`src/hdl/chtb_pkg.sv`:
```
`timescale 1ns / 1ps
// ----------------------------------------------------------------------------
// chtb_pkg
// Types, constants and the multiply schedule of the closest-hit intersector.
// ----------------------------------------------------------------------------
package chtb_pkg;

    localparam int EW     = 33;   // vertex difference width
    localparam int NW     = 19;   // negated direction width
    localparam int BW     = 68;   // cross product width
    localparam int AW     = 104;  // determinant accumulator width
    localparam int DW     = 136;  // divider width
    localparam int DIST_W = 31;
    localparam int IDX_W  = 10;
    localparam int NUM_OPS = 30;
    localparam int CFG_IDX_W  = 3;
    localparam int CFG_DATA_W = 40;
    localparam int IN_W  = 288;
    localparam int OUT_W = 48;

    localparam logic [DIST_W-1:0] DIST_MAX = '1;
    localparam logic [17:0] DIR_Z_RESET = 18'd65536;
    localparam logic [39:0] EPS_RESET   = 40'd28147498;

    // register indexes
    localparam logic [CFG_IDX_W-1:0] REG_ORIGIN_X = 3'd0;
    localparam logic [CFG_IDX_W-1:0] REG_ORIGIN_Y = 3'd1;
    localparam logic [CFG_IDX_W-1:0] REG_ORIGIN_Z = 3'd2;
    localparam logic [CFG_IDX_W-1:0] REG_DIR_X    = 3'd3;
    localparam logic [CFG_IDX_W-1:0] REG_DIR_Y    = 3'd4;
    localparam logic [CFG_IDX_W-1:0] REG_DIR_Z    = 3'd5;
    localparam logic [CFG_IDX_W-1:0] REG_DET_EPS  = 3'd6;

    // operand selects
    localparam logic [4:0] SEL_E1X = 5'd0;
    localparam logic [4:0] SEL_E1Y = 5'd1;
    localparam logic [4:0] SEL_E1Z = 5'd2;
    localparam logic [4:0] SEL_E2X = 5'd3;
    localparam logic [4:0] SEL_E2Y = 5'd4;
    localparam logic [4:0] SEL_E2Z = 5'd5;
    localparam logic [4:0] SEL_SX  = 5'd6;
    localparam logic [4:0] SEL_SY  = 5'd7;
    localparam logic [4:0] SEL_SZ  = 5'd8;
    localparam logic [4:0] SEL_NDX = 5'd9;
    localparam logic [4:0] SEL_NDY = 5'd10;
    localparam logic [4:0] SEL_NDZ = 5'd11;
    localparam logic [4:0] SEL_U0  = 5'd12;
    localparam logic [4:0] SEL_U1  = 5'd13;
    localparam logic [4:0] SEL_U2  = 5'd14;
    localparam logic [4:0] SEL_V0  = 5'd15;
    localparam logic [4:0] SEL_V1  = 5'd16;
    localparam logic [4:0] SEL_V2  = 5'd17;
    localparam logic [4:0] SEL_W0  = 5'd18;
    localparam logic [4:0] SEL_W1  = 5'd19;
    localparam logic [4:0] SEL_W2  = 5'd20;

    // accumulate destinations
    localparam logic [3:0] DST_U0  = 4'd0;
    localparam logic [3:0] DST_U1  = 4'd1;
    localparam logic [3:0] DST_U2  = 4'd2;
    localparam logic [3:0] DST_V0  = 4'd3;
    localparam logic [3:0] DST_V1  = 4'd4;
    localparam logic [3:0] DST_V2  = 4'd5;
    localparam logic [3:0] DST_W0  = 4'd6;
    localparam logic [3:0] DST_W1  = 4'd7;
    localparam logic [3:0] DST_W2  = 4'd8;
    localparam logic [3:0] DST_DET = 4'd9;
    localparam logic [3:0] DST_NA  = 4'd10;
    localparam logic [3:0] DST_NB  = 4'd11;
    localparam logic [3:0] DST_NT  = 4'd12;

    typedef struct packed {
        logic [4:0] a_sel;
        logic [4:0] b_sel;
        logic       neg;
        logic       done;
        logic [3:0] dest;
    } t_uop;

    typedef struct packed {
        logic [2:0][EW-1:0] e1;
        logic [2:0][EW-1:0] e2;
        logic [2:0][EW-1:0] s;
        logic [IDX_W-1:0]   index;
        logic               counted;
        logic               last;
    } t_entry;

    typedef enum logic [2:0] {
        ST_IDLE, ST_MUL, ST_DRAIN, ST_CHK1, ST_CHK2, ST_DIV, ST_UPD
    } t_state;

    // cross products u = e2 x nd, v = nd x e1, w = e1 x e2, then
    // det = e1.u, na = s.u, nb = s.v, nt = s.w
    function automatic t_uop uop_rom(input logic [4:0] idx);
        t_uop u;
        case (idx)
            5'd0:  u = '{SEL_E2Y, SEL_NDZ, 1'b0, 1'b0, DST_U0};
            5'd1:  u = '{SEL_E2Z, SEL_NDY, 1'b1, 1'b1, DST_U0};
            5'd2:  u = '{SEL_E2Z, SEL_NDX, 1'b0, 1'b0, DST_U1};
            5'd3:  u = '{SEL_E2X, SEL_NDZ, 1'b1, 1'b1, DST_U1};
            5'd4:  u = '{SEL_E2X, SEL_NDY, 1'b0, 1'b0, DST_U2};
            5'd5:  u = '{SEL_E2Y, SEL_NDX, 1'b1, 1'b1, DST_U2};
            5'd6:  u = '{SEL_E1Z, SEL_NDY, 1'b0, 1'b0, DST_V0};
            5'd7:  u = '{SEL_E1Y, SEL_NDZ, 1'b1, 1'b1, DST_V0};
            5'd8:  u = '{SEL_E1X, SEL_NDZ, 1'b0, 1'b0, DST_V1};
            5'd9:  u = '{SEL_E1Z, SEL_NDX, 1'b1, 1'b1, DST_V1};
            5'd10: u = '{SEL_E1Y, SEL_NDX, 1'b0, 1'b0, DST_V2};
            5'd11: u = '{SEL_E1X, SEL_NDY, 1'b1, 1'b1, DST_V2};
            5'd12: u = '{SEL_E1Y, SEL_E2Z, 1'b0, 1'b0, DST_W0};
            5'd13: u = '{SEL_E1Z, SEL_E2Y, 1'b1, 1'b1, DST_W0};
            5'd14: u = '{SEL_E1Z, SEL_E2X, 1'b0, 1'b0, DST_W1};
            5'd15: u = '{SEL_E1X, SEL_E2Z, 1'b1, 1'b1, DST_W1};
            5'd16: u = '{SEL_E1X, SEL_E2Y, 1'b0, 1'b0, DST_W2};
            5'd17: u = '{SEL_E1Y, SEL_E2X, 1'b1, 1'b1, DST_W2};
            5'd18: u = '{SEL_E1X, SEL_U0, 1'b0, 1'b0, DST_DET};
            5'd19: u = '{SEL_E1Y, SEL_U1, 1'b0, 1'b0, DST_DET};
            5'd20: u = '{SEL_E1Z, SEL_U2, 1'b0, 1'b1, DST_DET};
            5'd21: u = '{SEL_SX,  SEL_U0, 1'b0, 1'b0, DST_NA};
            5'd22: u = '{SEL_SY,  SEL_U1, 1'b0, 1'b0, DST_NA};
            5'd23: u = '{SEL_SZ,  SEL_U2, 1'b0, 1'b1, DST_NA};
            5'd24: u = '{SEL_SX,  SEL_V0, 1'b0, 1'b0, DST_NB};
            5'd25: u = '{SEL_SY,  SEL_V1, 1'b0, 1'b0, DST_NB};
            5'd26: u = '{SEL_SZ,  SEL_V2, 1'b0, 1'b1, DST_NB};
            5'd27: u = '{SEL_SX,  SEL_W0, 1'b0, 1'b0, DST_NT};
            5'd28: u = '{SEL_SY,  SEL_W1, 1'b0, 1'b0, DST_NT};
            5'd29: u = '{SEL_SZ,  SEL_W2, 1'b0, 1'b1, DST_NT};
            default: u = '0;
        endcase
        return u;
    endfunction

endpackage

```
`src/hdl/chtb_fifo.sv`:
```
`timescale 1ns / 1ps
// ----------------------------------------------------------------------------
// chtb_fifo
// Two-entry queue between the front and the intersect engine.
// ----------------------------------------------------------------------------
module chtb_fifo (
    input  logic             i_clk,
    input  logic             i_rst_n,
    input  logic             i_push,
    input  chtb_pkg::t_entry i_entry,
    output logic             o_full,
    output logic             o_valid,
    output chtb_pkg::t_entry o_entry,
    input  logic             i_pop
);

    chtb_pkg::t_entry r_mem [0:1];
    logic             r_wp, r_rp;
    logic [1:0]       r_cnt, n_cnt;

    assign o_full  = r_cnt == 2'd2;
    assign o_valid = r_cnt != 2'd0;
    assign o_entry = r_mem[r_rp];

    always_comb begin
        n_cnt = r_cnt;
        if (i_push && !i_pop) begin
            n_cnt = r_cnt + 2'd1;
        end else if (i_pop && !i_push) begin
            n_cnt = r_cnt - 2'd1;
        end
    end

    always_ff @(posedge i_clk) begin
        if (i_push) begin
            r_mem[r_wp] <= i_entry;
        end
    end

    always_ff @(posedge i_clk) begin
        if (!i_rst_n) begin
            r_wp  <= 1'b0;
            r_rp  <= 1'b0;
            r_cnt <= 2'd0;
        end else begin
            if (i_push) r_wp <= !r_wp;
            if (i_pop)  r_rp <= !r_rp;
            r_cnt <= n_cnt;
        end
    end

endmodule

```
`config.mk`:
```
export PLATFORM = sky130hd
export DESIGN_NAME = chtb_fifo
export DESIGN_NICKNAME = d
export VERILOG_FILES = /design/src/hdl/chtb_pkg.sv /design/src/hdl/chtb_fifo.sv
export SDC_FILE = /design/constraint.sdc
export NUM_CORES = 1
export LEC_CHECK = 0
export ABC_CLOCK_PERIOD_IN_PS = 27100
export BUFFER_PORTS_ARGS = -buffer_cell sky130_fd_sc_hd__buf_2
export CAP_MARGIN = 30
export CORE_MARGIN = 5
export CORE_UTILIZATION = 40
export CTS_CLUSTER_SIZE = 20
export DETAILED_ROUTE_END_ITERATION = 10
export HOLD_SLACK_MARGIN = 0.08
export PLACE_DENSITY = 0.7
export SYNTH_ARGS = -nofsm -noshare
export SYNTH_HDL_FRONTEND = slang
export SYNTH_SLANG_ARGS = --single-unit
```
`constraint.sdc`:
```
create_clock -name i_clk -period 27.1 [get_ports i_clk]
set_input_delay 8.13 -clock i_clk [delete_from_list [all_inputs] [get_ports i_clk]]
set_output_delay 8.13 -clock i_clk [all_outputs]
set_load 0.01 [all_outputs]
```
==> Flow_metrics.wiki <==
{| class="wikitable"
! Metric !! Value
|-
| Starting DRC count in detailed routing || 515
|-
| Relative area change from synthesis to final layout || 26.5%
|-
| Wirelength per Cell || 20.9 µm
|-
| Final total negative setup slack || 0 ns
|-
| Number of sinks driven by the clock tree || 623
|-
| Clock root buffer || clkbuf_16
|-
| Final Routed Wirelength || 51.6 mm
|-
| Number of fill cells || 4593
|-
| Mean area per synthesized cell || 23.3 µm²
|-
| Final count of negative-setup-slack endpoints || 0
|-
| Full die area || 0.0622 mm²
|-
| Post-synthesis instance area || 0.0229 mm²
|-
| Quantity of I/O buffers inserted on ports || 623
|-
| Start of the worst register-to-register path || r_wp
|-
| Worst min-delay path category || flop to flop
|-
| Leakage power || 11.0 nW
|-
| Data arrival at the endpoint of the critical path || 3.65 ns
|-
| Boundary pin count || 624
|-
| Number of storage elements in the synthesis netlist || 623
|-
| Master of the slowest instance on the critical path || dfxtp_4
|-
| Power per standard cell area || 76.2 mW/mm²
|-
| Hold Fails Final Rpt || 0
|-
| Per-cell via count in the routed design || 4.71
|-
| Pre-antenna DRT Iters || 4
|-
| Final Slew Violations || 0
|-
| Crit path capture type || output port
|-
| Via count || 11700
|-
| Final standard cell utilization of the core || 51.2%
|-
| Initial core utilization || 40.5%
|-
| Count of warnings emitted by yosys || 0
|-
| Result of the run || completed
|-
| GRT Resource Usage Total || 15.9%
|-
| WHS Path Cells || 2
|-
| Clock latency on the worst-skew pair || 0.58 ns
|-
| Setup Buffers After CTS || 0
|-
| Combined area of the multi-input logic cells || 0.00398 mm²
|-
| Proportion of synthesized chip area in sequential cells || 81.4%
|-
| Predominant post-synthesis flop cell || edfxtp_1
|-
| Final period demand of the worst path || 11.78 ns
|-
| Final weighted congestion in routability-driven placement || 0.794
|-
| Core box area || 0.0566 mm²
|-
| Number of DRC violations after detailed routing || 0
|-
| CTS resizes || 0
|-
| Number of antenna violations at the first check in global routing || 17
|-
| Synth area leaders || edfxtp_1, mux2_2, mux2_4, buf_8, buf_2
|-
| Worst-margin pin slew || 1.00 ns
|-
| Final nets || 1969
|-
| EDFF count, synth || 618
|-
| Detailed placement HPWL || 36.1 mm
|-
| Pin count of the biggest net entering global routing || 169
|-
| Fraction of registers with async set or reset after synthesis || 0%
|-
| Critical path, cell by cell || buf_4 -> buf_16 -> buf_4 -> mux2_2 -> buf_2
|-
| Count of cells along the worst register-to-register path || 3
|-
| Commonest cells in the netlist || edfxtp_1, mux2_2, mux2_4
|-
| Die width || 249 µm
|-
| Post-synth top area share || 81.0%
|-
| Global-route wire length before repair || 75.6 mm
|-
| Worst Path Class, Setup || flop to output port
|-
| Maximum vdd ir drop || 0.0000599 V
|-
| Cell type with the highest occurrence count on the critical path || buf_4
|-
| Max-cap check violation count || 0
|-
| Clock tree from TritonCTS || built
|-
| Highest clock rate || 84.9 MHz
|-
| Clock H-tree levels || 3
|-
| Count of nets left with antenna violations after detail routing || 0
|-
| Net count after synthesis || 1297
|-
| Remaining Overflow, GRT || 0
|-
| Number of different library cells in the post-synthesis netlist || 19
|-
| Final clock skew || 0.0155 ns
|-
| Vias in the first global route || 12400
|-
| Library cell with the largest summed area after synthesis || edfxtp_1
|-
| Biggest cell delay along the critical path || 0.90 ns
|-
| Register Area || 0.0187 mm²
|-
| Num CTS Buffers || 67
|-
| Crit Path Max Fanout || 64
|-
| Hold path startpoint || r_cnt[1]
|-
| Row count || 87
|-
| Gate count after technology mapping || 983
|-
| Setup repair after global routing missed its margin || no
|-
| Most repeated cell in the gate-level netlist after synthesis || edfxtp_1
|-
| Post-route fraction of the period consumed by the critical path || 43.5%
|-
| Register clock-pin slew on the reported worst setup and hold paths || 0.05 ns
|-
| Vertical die dimension || 249 µm
|-
| Layout cell share with drive strength beyond 1 || 60.7%
|-
| Crit path launch type || flop
|-
| Number of buffers inserted by hold repair at cts || 0
|-
| Required time of the critical path || 18.97 ns
|-
| Final total power || 2.21 mW
|-
| Headroom to the max-slew limit || 33.2%
|-
| Buffers from clock root to sink, at most || 3
|}
-- final cells by class --
| type | instances | share of cell area, % |
|---|---|---|
| Sequential cell | 623 | 64.4 |
| Multi-Input combinational cell | 325 | 13.7 |
| Timing Repair Buffer | 637 | 11.4 |
| Clock buffer | 89 | 6.22 |
| Tap cell | 756 | 3.26 |
| Clock inverter | 30 | 0.911 |
| Antenna cell | 13 | 0.112 |
| Inverter | 1 | 0.0130 |
-- through the flow --
step / cell area, µm² / setup slack, ns / hold slack, ns / cells
detailed placement: 26900 / 15.63 / 0.535 / 2341
floorplan: 22900 / 4.55 / 0.468 / 983
global placement: 26800 / 15.66 / 0.479 / 2339
CTS: 28900 / 14.99 / 0.542 / 2460
finish: 29000 / 15.32 / 0.533 / 2474
global route: 29000 / 15.15 / 0.570 / 2470
-- where the power goes --
part           switching (mW)  total (mW)  internal (mW)
Clock                   0.351       0.850          0.499
Combinational           0.118       0.227          0.109
Sequential             0.0153        1.13           1.12
-- worst paths after layout --
path	endpoint	slack, ns
max	o_entry[160]	15.32
min	r_cnt[1]	0.53
max reg2reg	r_mem[1][256]	23.91
min reg2reg	r_cnt[1]	0.53
-- critical path: cells and delay by family, from the launching register on --
family / cells / cell delay [ns]
buf+inv: 4 / 1.62
flops: 1 / 0.90
mux: 1 / 0.42
-- sequential cells by signal, summed over array words and instances (netlist names), named ones only --
signal  cells
r_cnt       2
r_rp        1
r_mem     618
r_wp        1
-- layout by cell type, fill, tap and decap left out --
cell type | netlist | routed
xnor2_1 | 1 | 1
and2_1 | 4 | 3
xor2_1 | 2 | 2
buf_16 | 0 | 3
dfxtp_4 | 0 | 1
buf_12 | 0 | 1
diode_2 | 0 | 13
mux2_2 | 209 | 209
clkinv_4 | 0 | 3
and2_4 | 0 | 1
buf_2 | 22 | 623
mux2_4 | 100 | 100
a21boi_0 | 1 | 1
nor2b_4 | 0 | 1
nor2b_1 | 3 | 2
clkbuf_16 | 0 | 69
o21a_1 | 1 | 1
inv_16 | 0 | 1
inv_1 | 1 | 1
or3_1 | 1 | 1
bufinv_16 | 0 | 3
edfxtp_1 | 618 | 618
ha_1 | 1 | 1
clkinv_8 | 0 | 2
clkinv_1 | 0 | 14
inv_6 | 0 | 2
o21ai_0 | 1 | 1
or2_2 | 1 | 1
clkinv_2 | 0 | 5
clkbuf_1 | 0 | 20
buf_4 | 1 | 10
dfxtp_1 | 5 | 4
-- cell families (layout without fill, tap and decap cells) --
kind of cell	after synthesis	after routing	share of synthesized area, %
flops	623	623	81.4
mux	309	309	16.8
buf+inv	35	757	1.23
simple gates	9	9	0.246
compound gates	3	3	0.0874
xor+xnor	3	3	0.115
fa+ha+maj	1	1	0.0546
other cells	0	13	0
-- layer usage --
metal | vias to the layer above | global-route usage (%) | routed length [µm]
met4 | 10 | 5.74 | 1230
li1 | 5315 | - | -
met2 | 485 | 27.5 | 26600
met1 | 5759 | 17.3 | 18400
met5 | - | 0 | 73
met3 | 90 | 7.04 | 5310
Power figures use the tool's default switching activity.
