File: src/hdl/chtb_pkg.sv
`timescale 1ns / 1ps
// ----------------------------------------------------------------------------
// chtb_pkg
// Types, constants and the multiply schedule of the closest-hit intersector.
// ----------------------------------------------------------------------------
package chtb_pkg;

    localparam int EW     = 33;   // vertex difference width
    localparam int NW     = 19;   // negated direction width
    localparam int BW     = 68;   // cross product width
    localparam int AW     = 104;  // determinant accumulator width
    localparam int DW     = 136;  // divider width
    localparam int DIST_W = 31;
    localparam int IDX_W  = 10;
    localparam int NUM_OPS = 30;
    localparam int CFG_IDX_W  = 3;
    localparam int CFG_DATA_W = 40;
    localparam int IN_W  = 288;
    localparam int OUT_W = 48;

    localparam logic [DIST_W-1:0] DIST_MAX = '1;
    localparam logic [17:0] DIR_Z_RESET = 18'd65536;
    localparam logic [39:0] EPS_RESET   = 40'd28147498;

    // register indexes
    localparam logic [CFG_IDX_W-1:0] REG_ORIGIN_X = 3'd0;
    localparam logic [CFG_IDX_W-1:0] REG_ORIGIN_Y = 3'd1;
    localparam logic [CFG_IDX_W-1:0] REG_ORIGIN_Z = 3'd2;
    localparam logic [CFG_IDX_W-1:0] REG_DIR_X    = 3'd3;
    localparam logic [CFG_IDX_W-1:0] REG_DIR_Y    = 3'd4;
    localparam logic [CFG_IDX_W-1:0] REG_DIR_Z    = 3'd5;
    localparam logic [CFG_IDX_W-1:0] REG_DET_EPS  = 3'd6;

    // operand selects
    localparam logic [4:0] SEL_E1X = 5'd0;
    localparam logic [4:0] SEL_E1Y = 5'd1;
    localparam logic [4:0] SEL_E1Z = 5'd2;
    localparam logic [4:0] SEL_E2X = 5'd3;
    localparam logic [4:0] SEL_E2Y = 5'd4;
    localparam logic [4:0] SEL_E2Z = 5'd5;
    localparam logic [4:0] SEL_SX  = 5'd6;
    localparam logic [4:0] SEL_SY  = 5'd7;
    localparam logic [4:0] SEL_SZ  = 5'd8;
    localparam logic [4:0] SEL_NDX = 5'd9;
    localparam logic [4:0] SEL_NDY = 5'd10;
    localparam logic [4:0] SEL_NDZ = 5'd11;
    localparam logic [4:0] SEL_U0  = 5'd12;
    localparam logic [4:0] SEL_U1  = 5'd13;
    localparam logic [4:0] SEL_U2  = 5'd14;
    localparam logic [4:0] SEL_V0  = 5'd15;
    localparam logic [4:0] SEL_V1  = 5'd16;
    localparam logic [4:0] SEL_V2  = 5'd17;
    localparam logic [4:0] SEL_W0  = 5'd18;
    localparam logic [4:0] SEL_W1  = 5'd19;
    localparam logic [4:0] SEL_W2  = 5'd20;

    // accumulate destinations
    localparam logic [3:0] DST_U0  = 4'd0;
    localparam logic [3:0] DST_U1  = 4'd1;
    localparam logic [3:0] DST_U2  = 4'd2;
    localparam logic [3:0] DST_V0  = 4'd3;
    localparam logic [3:0] DST_V1  = 4'd4;
    localparam logic [3:0] DST_V2  = 4'd5;
    localparam logic [3:0] DST_W0  = 4'd6;
    localparam logic [3:0] DST_W1  = 4'd7;
    localparam logic [3:0] DST_W2  = 4'd8;
    localparam logic [3:0] DST_DET = 4'd9;
    localparam logic [3:0] DST_NA  = 4'd10;
    localparam logic [3:0] DST_NB  = 4'd11;
    localparam logic [3:0] DST_NT  = 4'd12;

    typedef struct packed {
        logic [4:0] a_sel;
        logic [4:0] b_sel;
        logic       neg;
        logic       done;
        logic [3:0] dest;
    } t_uop;

    typedef struct packed {
        logic [2:0][EW-1:0] e1;
        logic [2:0][EW-1:0] e2;
        logic [2:0][EW-1:0] s;
        logic [IDX_W-1:0]   index;
        logic               counted;
        logic               last;
    } t_entry;

    typedef enum logic [2:0] {
        ST_IDLE, ST_MUL, ST_DRAIN, ST_CHK1, ST_CHK2, ST_DIV, ST_UPD
    } t_state;

    // cross products u = e2 x nd, v = nd x e1, w = e1 x e2, then
    // det = e1.u, na = s.u, nb = s.v, nt = s.w
    function automatic t_uop uop_rom(input logic [4:0] idx);
        t_uop u;
        case (idx)
            5'd0:  u = '{SEL_E2Y, SEL_NDZ, 1'b0, 1'b0, DST_U0};
            5'd1:  u = '{SEL_E2Z, SEL_NDY, 1'b1, 1'b1, DST_U0};
            5'd2:  u = '{SEL_E2Z, SEL_NDX, 1'b0, 1'b0, DST_U1};
            5'd3:  u = '{SEL_E2X, SEL_NDZ, 1'b1, 1'b1, DST_U1};
            5'd4:  u = '{SEL_E2X, SEL_NDY, 1'b0, 1'b0, DST_U2};
            5'd5:  u = '{SEL_E2Y, SEL_NDX, 1'b1, 1'b1, DST_U2};
            5'd6:  u = '{SEL_E1Z, SEL_NDY, 1'b0, 1'b0, DST_V0};
            5'd7:  u = '{SEL_E1Y, SEL_NDZ, 1'b1, 1'b1, DST_V0};
            5'd8:  u = '{SEL_E1X, SEL_NDZ, 1'b0, 1'b0, DST_V1};
            5'd9:  u = '{SEL_E1Z, SEL_NDX, 1'b1, 1'b1, DST_V1};
            5'd10: u = '{SEL_E1Y, SEL_NDX, 1'b0, 1'b0, DST_V2};
            5'd11: u = '{SEL_E1X, SEL_NDY, 1'b1, 1'b1, DST_V2};
            5'd12: u = '{SEL_E1Y, SEL_E2Z, 1'b0, 1'b0, DST_W0};
            5'd13: u = '{SEL_E1Z, SEL_E2Y, 1'b1, 1'b1, DST_W0};
            5'd14: u = '{SEL_E1Z, SEL_E2X, 1'b0, 1'b0, DST_W1};
            5'd15: u = '{SEL_E1X, SEL_E2Z, 1'b1, 1'b1, DST_W1};
            5'd16: u = '{SEL_E1X, SEL_E2Y, 1'b0, 1'b0, DST_W2};
            5'd17: u = '{SEL_E1Y, SEL_E2X, 1'b1, 1'b1, DST_W2};
            5'd18: u = '{SEL_E1X, SEL_U0, 1'b0, 1'b0, DST_DET};
            5'd19: u = '{SEL_E1Y, SEL_U1, 1'b0, 1'b0, DST_DET};
            5'd20: u = '{SEL_E1Z, SEL_U2, 1'b0, 1'b1, DST_DET};
            5'd21: u = '{SEL_SX,  SEL_U0, 1'b0, 1'b0, DST_NA};
            5'd22: u = '{SEL_SY,  SEL_U1, 1'b0, 1'b0, DST_NA};
            5'd23: u = '{SEL_SZ,  SEL_U2, 1'b0, 1'b1, DST_NA};
            5'd24: u = '{SEL_SX,  SEL_V0, 1'b0, 1'b0, DST_NB};
            5'd25: u = '{SEL_SY,  SEL_V1, 1'b0, 1'b0, DST_NB};
            5'd26: u = '{SEL_SZ,  SEL_V2, 1'b0, 1'b1, DST_NB};
            5'd27: u = '{SEL_SX,  SEL_W0, 1'b0, 1'b0, DST_NT};
            5'd28: u = '{SEL_SY,  SEL_W1, 1'b0, 1'b0, DST_NT};
            5'd29: u = '{SEL_SZ,  SEL_W2, 1'b0, 1'b1, DST_NT};
            default: u = '0;
        endcase
        return u;
    endfunction

endpackage

File: src/hdl/chtb_front.sv
`timescale 1ns / 1ps
// ----------------------------------------------------------------------------
// chtb_front
// Accepts triangle words, forms edge and origin offsets, numbers the batch.
// ----------------------------------------------------------------------------
module chtb_front #(
    parameter int MAX_TRIANGLES = 1024
) (
    input  logic                      i_clk,
    input  logic                      i_rst_n,
    input  logic                      i_s_tvalid,
    output logic                      o_s_tready,
    input  logic [chtb_pkg::IN_W-1:0] i_s_tdata,
    input  logic                      i_s_tlast,
    input  logic [2:0][31:0]          i_origin,
    output logic                      o_push,
    output chtb_pkg::t_entry          o_entry,
    input  logic                      i_full
);

    localparam int CNT_W = $clog2(MAX_TRIANGLES + 1);

    logic [CNT_W-1:0] r_count, n_count;
    logic             accept;
    logic             counted;

    assign o_s_tready = !i_full;
    assign accept     = i_s_tvalid && o_s_tready;
    assign counted    = r_count < CNT_W'(MAX_TRIANGLES);
    assign o_push     = accept;

    // offsets B-A, C-A and O-A per axis
    always_comb begin
        logic [31:0] a, b, c;
        for (int k = 0; k < 3; k++) begin
            a = i_s_tdata[32*k +: 32];
            b = i_s_tdata[96 + 32*k +: 32];
            c = i_s_tdata[192 + 32*k +: 32];
            o_entry.e1[k] = $signed({b[31], b}) - $signed({a[31], a});
            o_entry.e2[k] = $signed({c[31], c}) - $signed({a[31], a});
            o_entry.s[k]  = $signed({i_origin[k][31], i_origin[k]}) - $signed({a[31], a});
        end
        o_entry.index   = chtb_pkg::IDX_W'(r_count);
        o_entry.counted = counted;
        o_entry.last    = i_s_tlast;
    end

    // batch position, saturating at the limit
    always_comb begin
        n_count = r_count;
        if (accept) begin
            if (i_s_tlast) begin
                n_count = '0;
            end else if (counted) begin
                n_count = r_count + 1'b1;
            end
        end
    end

    always_ff @(posedge i_clk) begin
        if (!i_rst_n) begin
            r_count <= '0;
        end else begin
            r_count <= n_count;
        end
    end

endmodule

File: config.mk
export PLATFORM = sky130hd
export DESIGN_NAME = chtb_front
export DESIGN_NICKNAME = d
export VERILOG_FILES = /design/src/hdl/chtb_pkg.sv /design/src/hdl/chtb_front.sv
export SDC_FILE = /design/constraint.sdc
export NUM_CORES = 1
export LEC_CHECK = 0
export BUFFER_PORTS_ARGS = -buffer_cell sky130_fd_sc_hd__buf_2
export CAP_MARGIN = 20
export CELL_PAD_IN_SITES_DETAIL_PLACEMENT = 0
export CELL_PAD_IN_SITES_GLOBAL_PLACEMENT = 1
export CORE_AREA = 2 2 275 277
export DETAILED_ROUTE_END_ITERATION = 7
export DIE_AREA = 0 0 277 279
export PLACE_DENSITY_LB_ADDON = 0.1
export SLEW_MARGIN = 20
export SYNTH_ARGS = -nofsm -noshare
export SYNTH_HDL_FRONTEND = slang
export SYNTH_SLANG_ARGS = --single-unit
File: constraint.sdc
create_clock -name i_clk -period 4.28 [get_ports i_clk]
set_input_delay 0.428 -clock i_clk [delete_from_list [all_inputs] [get_ports i_clk]]
set_output_delay 0.428 -clock i_clk [all_outputs]
set_load 0.005 [all_outputs]
==> results list, run 1 <==
- Status: completed
* Iteration-0 DRC Markers: between 700 and 800
- Most flop-heavy register: r_count
- The worst path needs 4.12 ns of the cycle, external delays included.
- Synth unique cells: 76
- Setup-violating endpoint count in the final report: 0
- The critical path is of the in -> out type.
- The startpoint identified for the worst hold timing path is i_rst_n.
- The first global-routing pass estimated about 110,000 um of wire.
- In the synthesized netlist the dominant register cell turns out to be sky130_fd_sc_hd__dfxtp_1.
* Total Wirelength: 72,800 um
* Finished Layout Cells: 3,726
* Root Buffer: sky130_fd_sc_hd__clkbuf_16
- Post-detailed-route DRC marker count: 0
- Maximum number of pins on one net before global-route repair: 11
- Clock-pin slew was measured on the worst setup and hold paths at approximately 0.040 ns.
- The register with the most flip-flops in the layout has 11 of them.
- The analysis attributes to cell leakage a power of 10.4 nW.
- Relative area change from synthesis to final layout: 36.4%
- In this run the cell area of the synthesized design comes to 14,300 um^2.
- Final cycle utilization of the critical path: 0.963
- After detailed routing, the number of vias per cell comes to 4.66.
- Overall Global Routing Usage: 0.177
- End point of the most critical hold path: r_count[1]
- R2R depth: 4
- # IOs: 700
- Largest driver fanout on the critical path: 4
- The clock drives 11 sinks.
- Global placer's final weighted congestion: a little under 0.9
* Max Fclk: around 240 MHz
- During synthesis, Yosys emitted a total of 0 warnings.
* Post-synthesis sequential area ratio: 0.0154
- Counting flops and latches in the post-synthesis netlist gives 11.
- In this run, CTS created clock tree buffers numbering 3.
- The count of endpoints failing hold in the final timing report came to 0.
- Post-synthesis instance total: 2,009
* ANT nets after route: 0
- Design Area, Final: 19,500 um^2
- Post-synthesis area per instance: 7.10 um^2
- Along the worst hold path, the cell count comes to 2.
* Element type at the critical path start: primary input
- Total of hold buffers inserted after clock tree synthesis: 0
- Total cell area at the placement stage: 19,200 um^2
- In the final timing run, aggregate negative setup slack is 0 ns.
- The number of global-route vias before repair was between 15,000 and 20,000.
- Number of flops mapped to enable cells by yosys: 0
- Starting density of the core: 0.193
* Worst voltage drop across the vdd grid: ~0.15 mV
- Clock tree from TritonCTS: built
* Post-Syn Nets: between 2,000 and 3,000
- Counting flops with an async set or reset pin after synthesis yields a share of 0.
- Worst flop-to-flop path startpoint: r_count[10]
* Setup slack of the most critical reg-to-reg path: 2.68 ns
- STA puts the critical path data required time at 3.85 ns.
- STA classifies the critical path endpoint as an output pin.
- The final layout contains 3,423 nets.
- Y dimension of the die: 279 um
- At the pin with the least slew margin, the transition time is 0.753 ns.
- Detailed placement ended at an HPWL of 66,900 um.
- Detailed-router iteration count before antenna repair: 7
- Ratio of total power to cell area: 193 nW/um^2
- The floorplan step defined a core boundary enclosing 74,100 um^2.
- The routed layout has 17,400 vias.
- Largest registers ranked by flip-flop count: r_count: 11 flops
* Arr. time, crit path: 3.69 ns
- Layout cells sized above 1: 0.290
* Die Area: 77,300 um^2
- Maximum clock insertion buffer count: 2
- Clock H-tree levels: 1
- RSZ-0062 raised after global routing: no
- For this run, the share of the core covered by cells in the final layout is 0.263.
* Die width: 277 um
- The worst pin sits at a relative slew slack of 0.494.
- Hold Crit Class: in -> reg
- In this run the critical register-to-register path is captured at r_count[9].
- Num rows: 100
- After detailed placement, the design holds a cell count of 3,699.
* Initial antenna violation count: 41
* Total overflow reported by the global router: 0
* Count of port buffers added during placement: 699
- Clock latency on the worst-skew pair, taken at its later pin, is 0.23 ns.
* Routed wire per std cell: between 15 and 20 um
* Final setup skew: ~0.0015 ns
- Count of final max-slew check failures: 0
- Number of max-capacitance violations reported: 0
cells in the mapped netlist, types with 6 or more instances:
library cell,number,area [um^2]
sky130_fd_sc_hd__ha_1,289,3620
sky130_fd_sc_hd__a21oi_1,216,1080
sky130_fd_sc_hd__inv_1,181,679
sky130_fd_sc_hd__xnor2_1,163,1430
sky130_fd_sc_hd__nor2_1,162,608
sky130_fd_sc_hd__a21o_1,145,1090
sky130_fd_sc_hd__o21ai_0,118,591
sky130_fd_sc_hd__nand2_1,114,428
sky130_fd_sc_hd__xor2_1,84,736
sky130_fd_sc_hd__o21a_1,54,405
sky130_fd_sc_hd__nor2b_1,49,307
sky130_fd_sc_hd__nand2b_1,45,282
sky130_fd_sc_hd__nand3_1,39,195
sky130_fd_sc_hd__nor3_1,29,145
sky130_fd_sc_hd__nand4_1,28,175
sky130_fd_sc_hd__a31oi_1,21,131
sky130_fd_sc_hd__and3_1,18,113
sky130_fd_sc_hd__o21bai_1,17,128
sky130_fd_sc_hd__and2_1,14,87.6
sky130_fd_sc_hd__o211ai_1,14,105
sky130_fd_sc_hd__buf_4,12,90.1
sky130_fd_sc_hd__a211oi_1,11,82.6
sky130_fd_sc_hd__dfxtp_1,11,220
sky130_fd_sc_hd__or3_1,10,62.6
sky130_fd_sc_hd__a31o_2,9,78.8
sky130_fd_sc_hd__fa_1,9,180
sky130_fd_sc_hd__o31a_1,9,78.8
sky130_fd_sc_hd__o21ai_1,8,40.0
sky130_fd_sc_hd__o31ai_1,8,60.1
sky130_fd_sc_hd__a21boi_0,7,52.6
sky130_fd_sc_hd__clkbuf_1,7,26.3
sky130_fd_sc_hd__o2111ai_1,7,61.3
sky130_fd_sc_hd__o22ai_1,7,43.8
sky130_fd_sc_hd__or2_2,7,43.8
sky130_fd_sc_hd__a211o_1,6,52.6
power breakdown:
part	internal [mW]	switching, mW
Combinational	1.56	1.93
Clock	0.125	0.0416
Sequential	0.104	0.00190
Total	1.78	1.98
stage by stage:
step | hold WS, ns | power, mW | worst slack (ns)
floorplan | 0.471 | 2.05 | 0.772
global placement | 0.495 | 3.61 | -0.346
detailed placement | 0.499 | 3.59 | -0.293
CTS | 0.417 | 3.80 | 0.0121
global route | 0.447 | 4.13 | 0.00293
finish | 0.428 | 3.76 | 0.159
layout by cell type, fill, tap and decap left out, drive strengths merged, types with 14 or more instances in the layout:
master and n:
a21oi 217, inv 181, xor2 84, o21ai 126
nor2 162, ha 289, nor3 30, nand3 39
a31oi 23, nand4 28, nand2 114, diode 22
and2 14, a21o 145, xnor2 163, nand2b 45
o211ai 15, buf 741, o21a 54, o21bai 17
and3 18, nor2b 49
how the worst max path moves through the flow:
stage                     slack [ns]            to      startpoint
final                           0.16  o_entry[110]   i_s_tdata[66]
after detailed placement       -0.29  o_entry[209]   i_s_tdata[64]
after CTS                       0.01  o_entry[209]  i_s_tdata[256]
after global placement         -0.35  o_entry[209]   i_s_tdata[64]
after global routing           0.003  o_entry[274]   i_s_tdata[33]
after floorplan                 0.77   o_entry[77]    i_origin[32]
metal layers:
metal  GRT usage  vias to the layer above  part of all wire
li1            -                     8781                 -
met1       0.194                     7995              0.39
met2       0.336                      472              0.52
met3      0.0457                       94             0.064
met4      0.0431                       36             0.020
met5           0                        -            0.0031
critical path: stages:
cell	delay [ns]
sky130_fd_sc_hd__buf_2	0.07
sky130_fd_sc_hd__inv_1	0.04
sky130_fd_sc_hd__buf_4	0.14
sky130_fd_sc_hd__ha_1	0.34
sky130_fd_sc_hd__nor2b_1	0.16
sky130_fd_sc_hd__o31a_1	0.28
sky130_fd_sc_hd__o211ai_2	0.26
sky130_fd_sc_hd__a41oi_1	0.21
sky130_fd_sc_hd__o211a_1	0.30
sky130_fd_sc_hd__a31oi_1	0.21
sky130_fd_sc_hd__nor2_1	0.13
sky130_fd_sc_hd__a211o_1	0.37
sky130_fd_sc_hd__o31ai_4	0.26
sky130_fd_sc_hd__nor3b_1	0.09
sky130_fd_sc_hd__a211oi_2	0.23
sky130_fd_sc_hd__buf_2	0.16
repair_timing:
| item | 4_1_cts | 5_1_grt |
|---|---|---|
| setup endpoints to repair | 6 | 16 |
| gates resized for setup | 8 | 22 |
| buffers inserted | 0 | 1 |
| pin swaps | 0 | 6 |
cells by family (layout without fill, tap and decap cells):
logic type	count (synthesis)	in the layout	share of synthesized area
xor gates and xnor gates	247	247	0.152
AOI/OAI and AO/OA	714	714	0.327
adders and majority gates	298	298	0.266
and+or+nand+nor	538	538	0.184
DFF	11	11	0.0154
muxes	1	1	0.000701
buffers and inverters	200	926	0.0558
other	0	22	0
area by class of cell:
type                            count  area [um^2]
Tap cell                          969         1210
Multi-Input combinational cell   1798        13400
Antenna cell                       22         55.1
Timing Repair Buffer              741         3810
Inverter                          181          679
Sequential cell                    11          220
Clock buffer                        4         78.8
Fill cell                        8498        54600
(Power assumes the default switching activity.)
==> run 2: changes to the inputs <==
--- a/config.mk
+++ b/config.mk
@@ -7,12 +7,9 @@
 export LEC_CHECK = 0
 export BUFFER_PORTS_ARGS = -buffer_cell sky130_fd_sc_hd__buf_2
 export CAP_MARGIN = 20
-export CELL_PAD_IN_SITES_DETAIL_PLACEMENT = 0
-export CELL_PAD_IN_SITES_GLOBAL_PLACEMENT = 1
-export CORE_AREA = 2 2 275 277
+export CORE_AREA = 2 2 269 271
 export DETAILED_ROUTE_END_ITERATION = 7
-export DIE_AREA = 0 0 277 279
-export PLACE_DENSITY_LB_ADDON = 0.1
+export DIE_AREA = 0 0 271 273
 export SLEW_MARGIN = 20
 export SYNTH_ARGS = -nofsm -noshare
 export SYNTH_HDL_FRONTEND = slang
==> run 2 against run 1 <==
Final cell count down 0.97%; clock-buffer cell count unchanged; sequential cell count unchanged; sequential power about the same; first-iteration DRC count down 0.14%; highest routed layer is now met4; core utilization up 0.97 points; maximum frequency down 0.25%.
==> results list, run 2 (synthesized netlist as in run 1, its figures left out) <==
- Status: completed (unchanged).
* Final setup skew: 0.00136 ns (was 0.00145 ns)
- The biggest fanout along the worst timing path was 3 (was 4).
- The number of remaining DRC errors is 0 (unchanged).
- The slew at the pin closest to its max-slew limit was 0.752 ns (was 0.753 ns).
- The max-slew headroom at the worst pin came to 0.495 (was 0.494).
* Max Fclk: 242 MHz (was 243 MHz)
* Layout cells sized above 1: 0.289 (was 0.290)
- Finished Layout Cells: 3,690 (was 3,726)
- The dominant cell type by count on the critical path is sky130_fd_sc_hd__buf_2 (unchanged).
- Setup_tns: 0 ns (unchanged)
* Highest Signal Layer: met4 (was met5)
- The number of buffers inserted by port buffering was 699 (unchanged).
- The number of buffers added for setup after CTS was 0 (unchanged).
- Routed wire per std cell: 17.2 um (was 19.5 um)
- The number of filler instances in the final layout came to 7,917 (was 8,498).
- Worst flop-to-flop path startpoint: r_count[10] (unchanged)
- Largest registers ranked by flip-flop count: r_count: 11 flops (unchanged)
- Final #Nets: 3,424 (was 3,423)
- RSZ-0062 raised after global routing: yes (was no)
* R2R depth: 4 (unchanged)
* Post-layout minimum cycle time: 4.13 ns (was 4.12 ns)
* Initial antenna violation count: 5 (was 41)
* Clock latency of the later-clocked register in the worst-skew pair: 0.24 ns (was 0.23 ns)
* Most used cells in the layout excluding fill and tap cells: 699 x sky130_fd_sc_hd__buf_2, 289 x sky130_fd_sc_hd__ha_1, 214 x sky130_fd_sc_hd__a21oi_1 (was 699 x sky130_fd_sc_hd__buf_2, 289 x sky130_fd_sc_hd__ha_1, 215 x sky130_fd_sc_hd__a21oi_1)
- The final worst-path cycle share came to 0.965 (was 0.963).
- Number of global-route vias before repair: 16,800 (was 17,600)
- Beginning of the worst hold path: i_rst_n (unchanged)
- The number of hold-repair buffers added at the cts stage is 0 (unchanged).
- Maximum clock insertion buffer count: 2 (unchanged)
- The last weighted congestion value of the routability-driven placer was 0.998 (was 0.882).
* Number of max-capacitance violations reported: 0 (unchanged)
* ANT nets after route: 0 (unchanged)
- Worst setup path category: in -> out (unchanged)
* Overall Global Routing Usage: 0.159 (was 0.177)
* Die width: 271 um (was 277 um)
* Clock tree from TritonCTS: built (unchanged)
* # IOs: 700 (unchanged)
- DR WL met2: 31,400 um (was 37,800 um)
- Clock H-tree levels: 1 (unchanged)
- Detailed-router iteration count before antenna repair: 5 (was 7)
- End point of the most critical hold path: r_count[1] (unchanged)
- The data required time of the worst path was 3.85 ns (about the same).
- CTS Buf Count: 3 (unchanged)
- Setup-violating endpoint count in the final report: 0 (unchanged)
- Clk slew on worst S/H paths: 0.04 ns (about the same)
- # clock sinks: 11 (unchanged)
- The maximum number of pins on one net before global-route repair was 11 (unchanged).
* Cells traversed along the worst timing path: buf_2 -> ha_1 -> fa_1 -> nor2b_1 -> o21a_1 -> o21ai_1 -> a21oi_1 -> o2bb2ai_1 -> o41a_1 -> a31oi_2 -> o211ai_1 -> a41o_1 -> a41oi_1 -> a31o_2 -> buf_2 (was buf_2 -> inv_1 -> buf_4 -> ha_1 -> nor2b_1 -> o31a_1 -> o211ai_2 -> a41oi_1 -> o211a_1 -> a31oi_1 -> nor2_1 -> a211o_1 -> o31ai_4 -> nor3b_1 -> a211oi_2 -> buf_2)
- Placed wire-length estimate after detailed placement: 57,400 um (was 66,900 um)
- Floorplan core area: 71,000 um^2 (was 74,100 um^2)
- Worst voltage drop across the vdd grid: 0.171 mV (was 0.154 mV)
- The arrival time of data at the critical path endpoint came to 3.70 ns (was 3.69 ns).
* Total Wirelength: 63,500 um (was 72,800 um)
- Root Buffer: sky130_fd_sc_hd__clkbuf_16 (unchanged)
* Largest register FFs: 11 (unchanged)
- Met3 layer wire length in the routed design: 3730 um (was 4640 um)
- Detailed-routing wirelength on met1: 26,000 um (was 28,600 um)
- The kind of capture point of the worst setup path was an output pin (unchanged).
- The leading cell type in the layout, fill and taps excluded is sky130_fd_sc_hd__buf_2 (unchanged).
* Setup slack of the most critical reg-to-reg path: 2.74 ns (was 2.68 ns)
- Post-DR vias/cell: 4.74 (was 4.66)
- The leakage component of the power was 10.4 nW (about the same).
- First-pass GRT wire length: 94,400 um (was 106,000 um)
- The count of placed standard cells including taps came to 3,682 (was 3,699).
* WHS Path Cells: 2 (unchanged)
- Ratio of total power to cell area: 192 nW/um^2 (was 193 nW/um^2)
- Element type at the critical path start: primary input (unchanged)
- The overall die area was 74,000 um^2 (was 77,300 um^2).
- Slowest stage delay, CP: 0.42 ns (was 0.37 ns)
* Total overflow reported by the global router: 0 (unchanged)
* Starting density of the core: 0.201 (was 0.193)
- Iteration-0 DRC Markers: 726 (was 727)
- Count of final max-slew check failures: 0 (unchanged)
* Final hold slack: 0.419 ns (was 0.428 ns)
* CP max-delay cell: sky130_fd_sc_hd__fa_1 (was sky130_fd_sc_hd__a211o_1)
- The core occupancy in the finished layout was 0.273 (was 0.263).
* Relative area change from synthesis to final layout: 35.6% (was 36.4%)
- Hold Crit Class: in -> reg (unchanged)
* Hold violation count in the final report: 0 (unchanged)
* Y dimension of the die: 273 um (was 279 um)
* Num rows: 98 (was 100)
* Most flop-heavy register: r_count (unchanged)
- The critical register-to-register path endpoint is r_count[9] (unchanged).
* Vias after detailed routing: 17,500 (was 17,400)
## run 2: changes by cell type in the layout (fill, tap and decap cells not counted), sizes merged
cell and delta:
buf +1, diode -18
## run 2: cell type report
cell class / instances / area, um^2 / area share
Antenna cell: 4 / 10.0 / 0.000517
Timing Repair Buffer: 742 / 3820 / 0.198
Sequential cell: 11 / 220 / 0.0114
Inverter: 181 / 679 / 0.0351
Tap cell: 950 / 1190 / 0.0614
Multi-Input combinational cell: 1798 / 13400 / 0.690
Clock buffer: 4 / 78.8 / 0.00407
## run 2: what timing repair did
action / in CTS / in global routing
setup endpoints to repair: 3 / 13
pin swaps: 0 / 5
endpoints found under the hold margin: 0 / 0
resized for setup: 3 / 18
## run 2: metal layers
layer  vias to the layer above  track usage
met2                       648        0.298
met5                         -            0
li1                       8761            -
met1                      8000        0.185
met3                        98       0.0221
met4                         0       0.0478
## run 2: worst max-delay path by stage
stage	slack, ns	startpoint	end	cells after the start
6_report	0.15	i_s_tdata[0]	o_entry[242]	15
4_1_cts	0.003	i_s_tdata[65]	o_entry[109]	16
3_3_place_gp	-0.08	i_s_tdata[65]	o_entry[109]	16
3_5_place_dp	-0.11	i_s_tdata[64]	o_entry[207]	18
5_1_grt	-0.009	i_s_tdata[64]	o_entry[207]	18
2_1_floorplan	0.77	i_origin[32]	o_entry[77]	14
## run 2: critical path, delay by kind of cell
family	cells	cell delay (ns)
AO/OA/AOI/OAI	10	2.16
adder cells (fa/ha/maj)	2	0.68
buffers and inverters	2	0.24
AND/OR/NAND/NOR	1	0.17
## run 2: where the power goes
part,internal (mW),switching (mW),leakage [nW]
Clock,0.125,0.0458,0.0382
Sequential,0.104,0.00176,0.0887
Combinational,1.55,1.89,10.2
## run 2: through the flow
| step | instance area [um^2] | power, mW | setup WS (ns) |
|---|---|---|---|
| floorplan | 14300 | 2.05 | 0.772 |
| global placement | 19200 | 3.51 | -0.0752 |
| detailed placement | 19200 | 3.50 | -0.115 |
| CTS | 19300 | 3.70 | 0.00257 |
| global route | 19400 | 4.05 | -0.00947 |
| finish | 19400 | 3.71 | 0.149 |
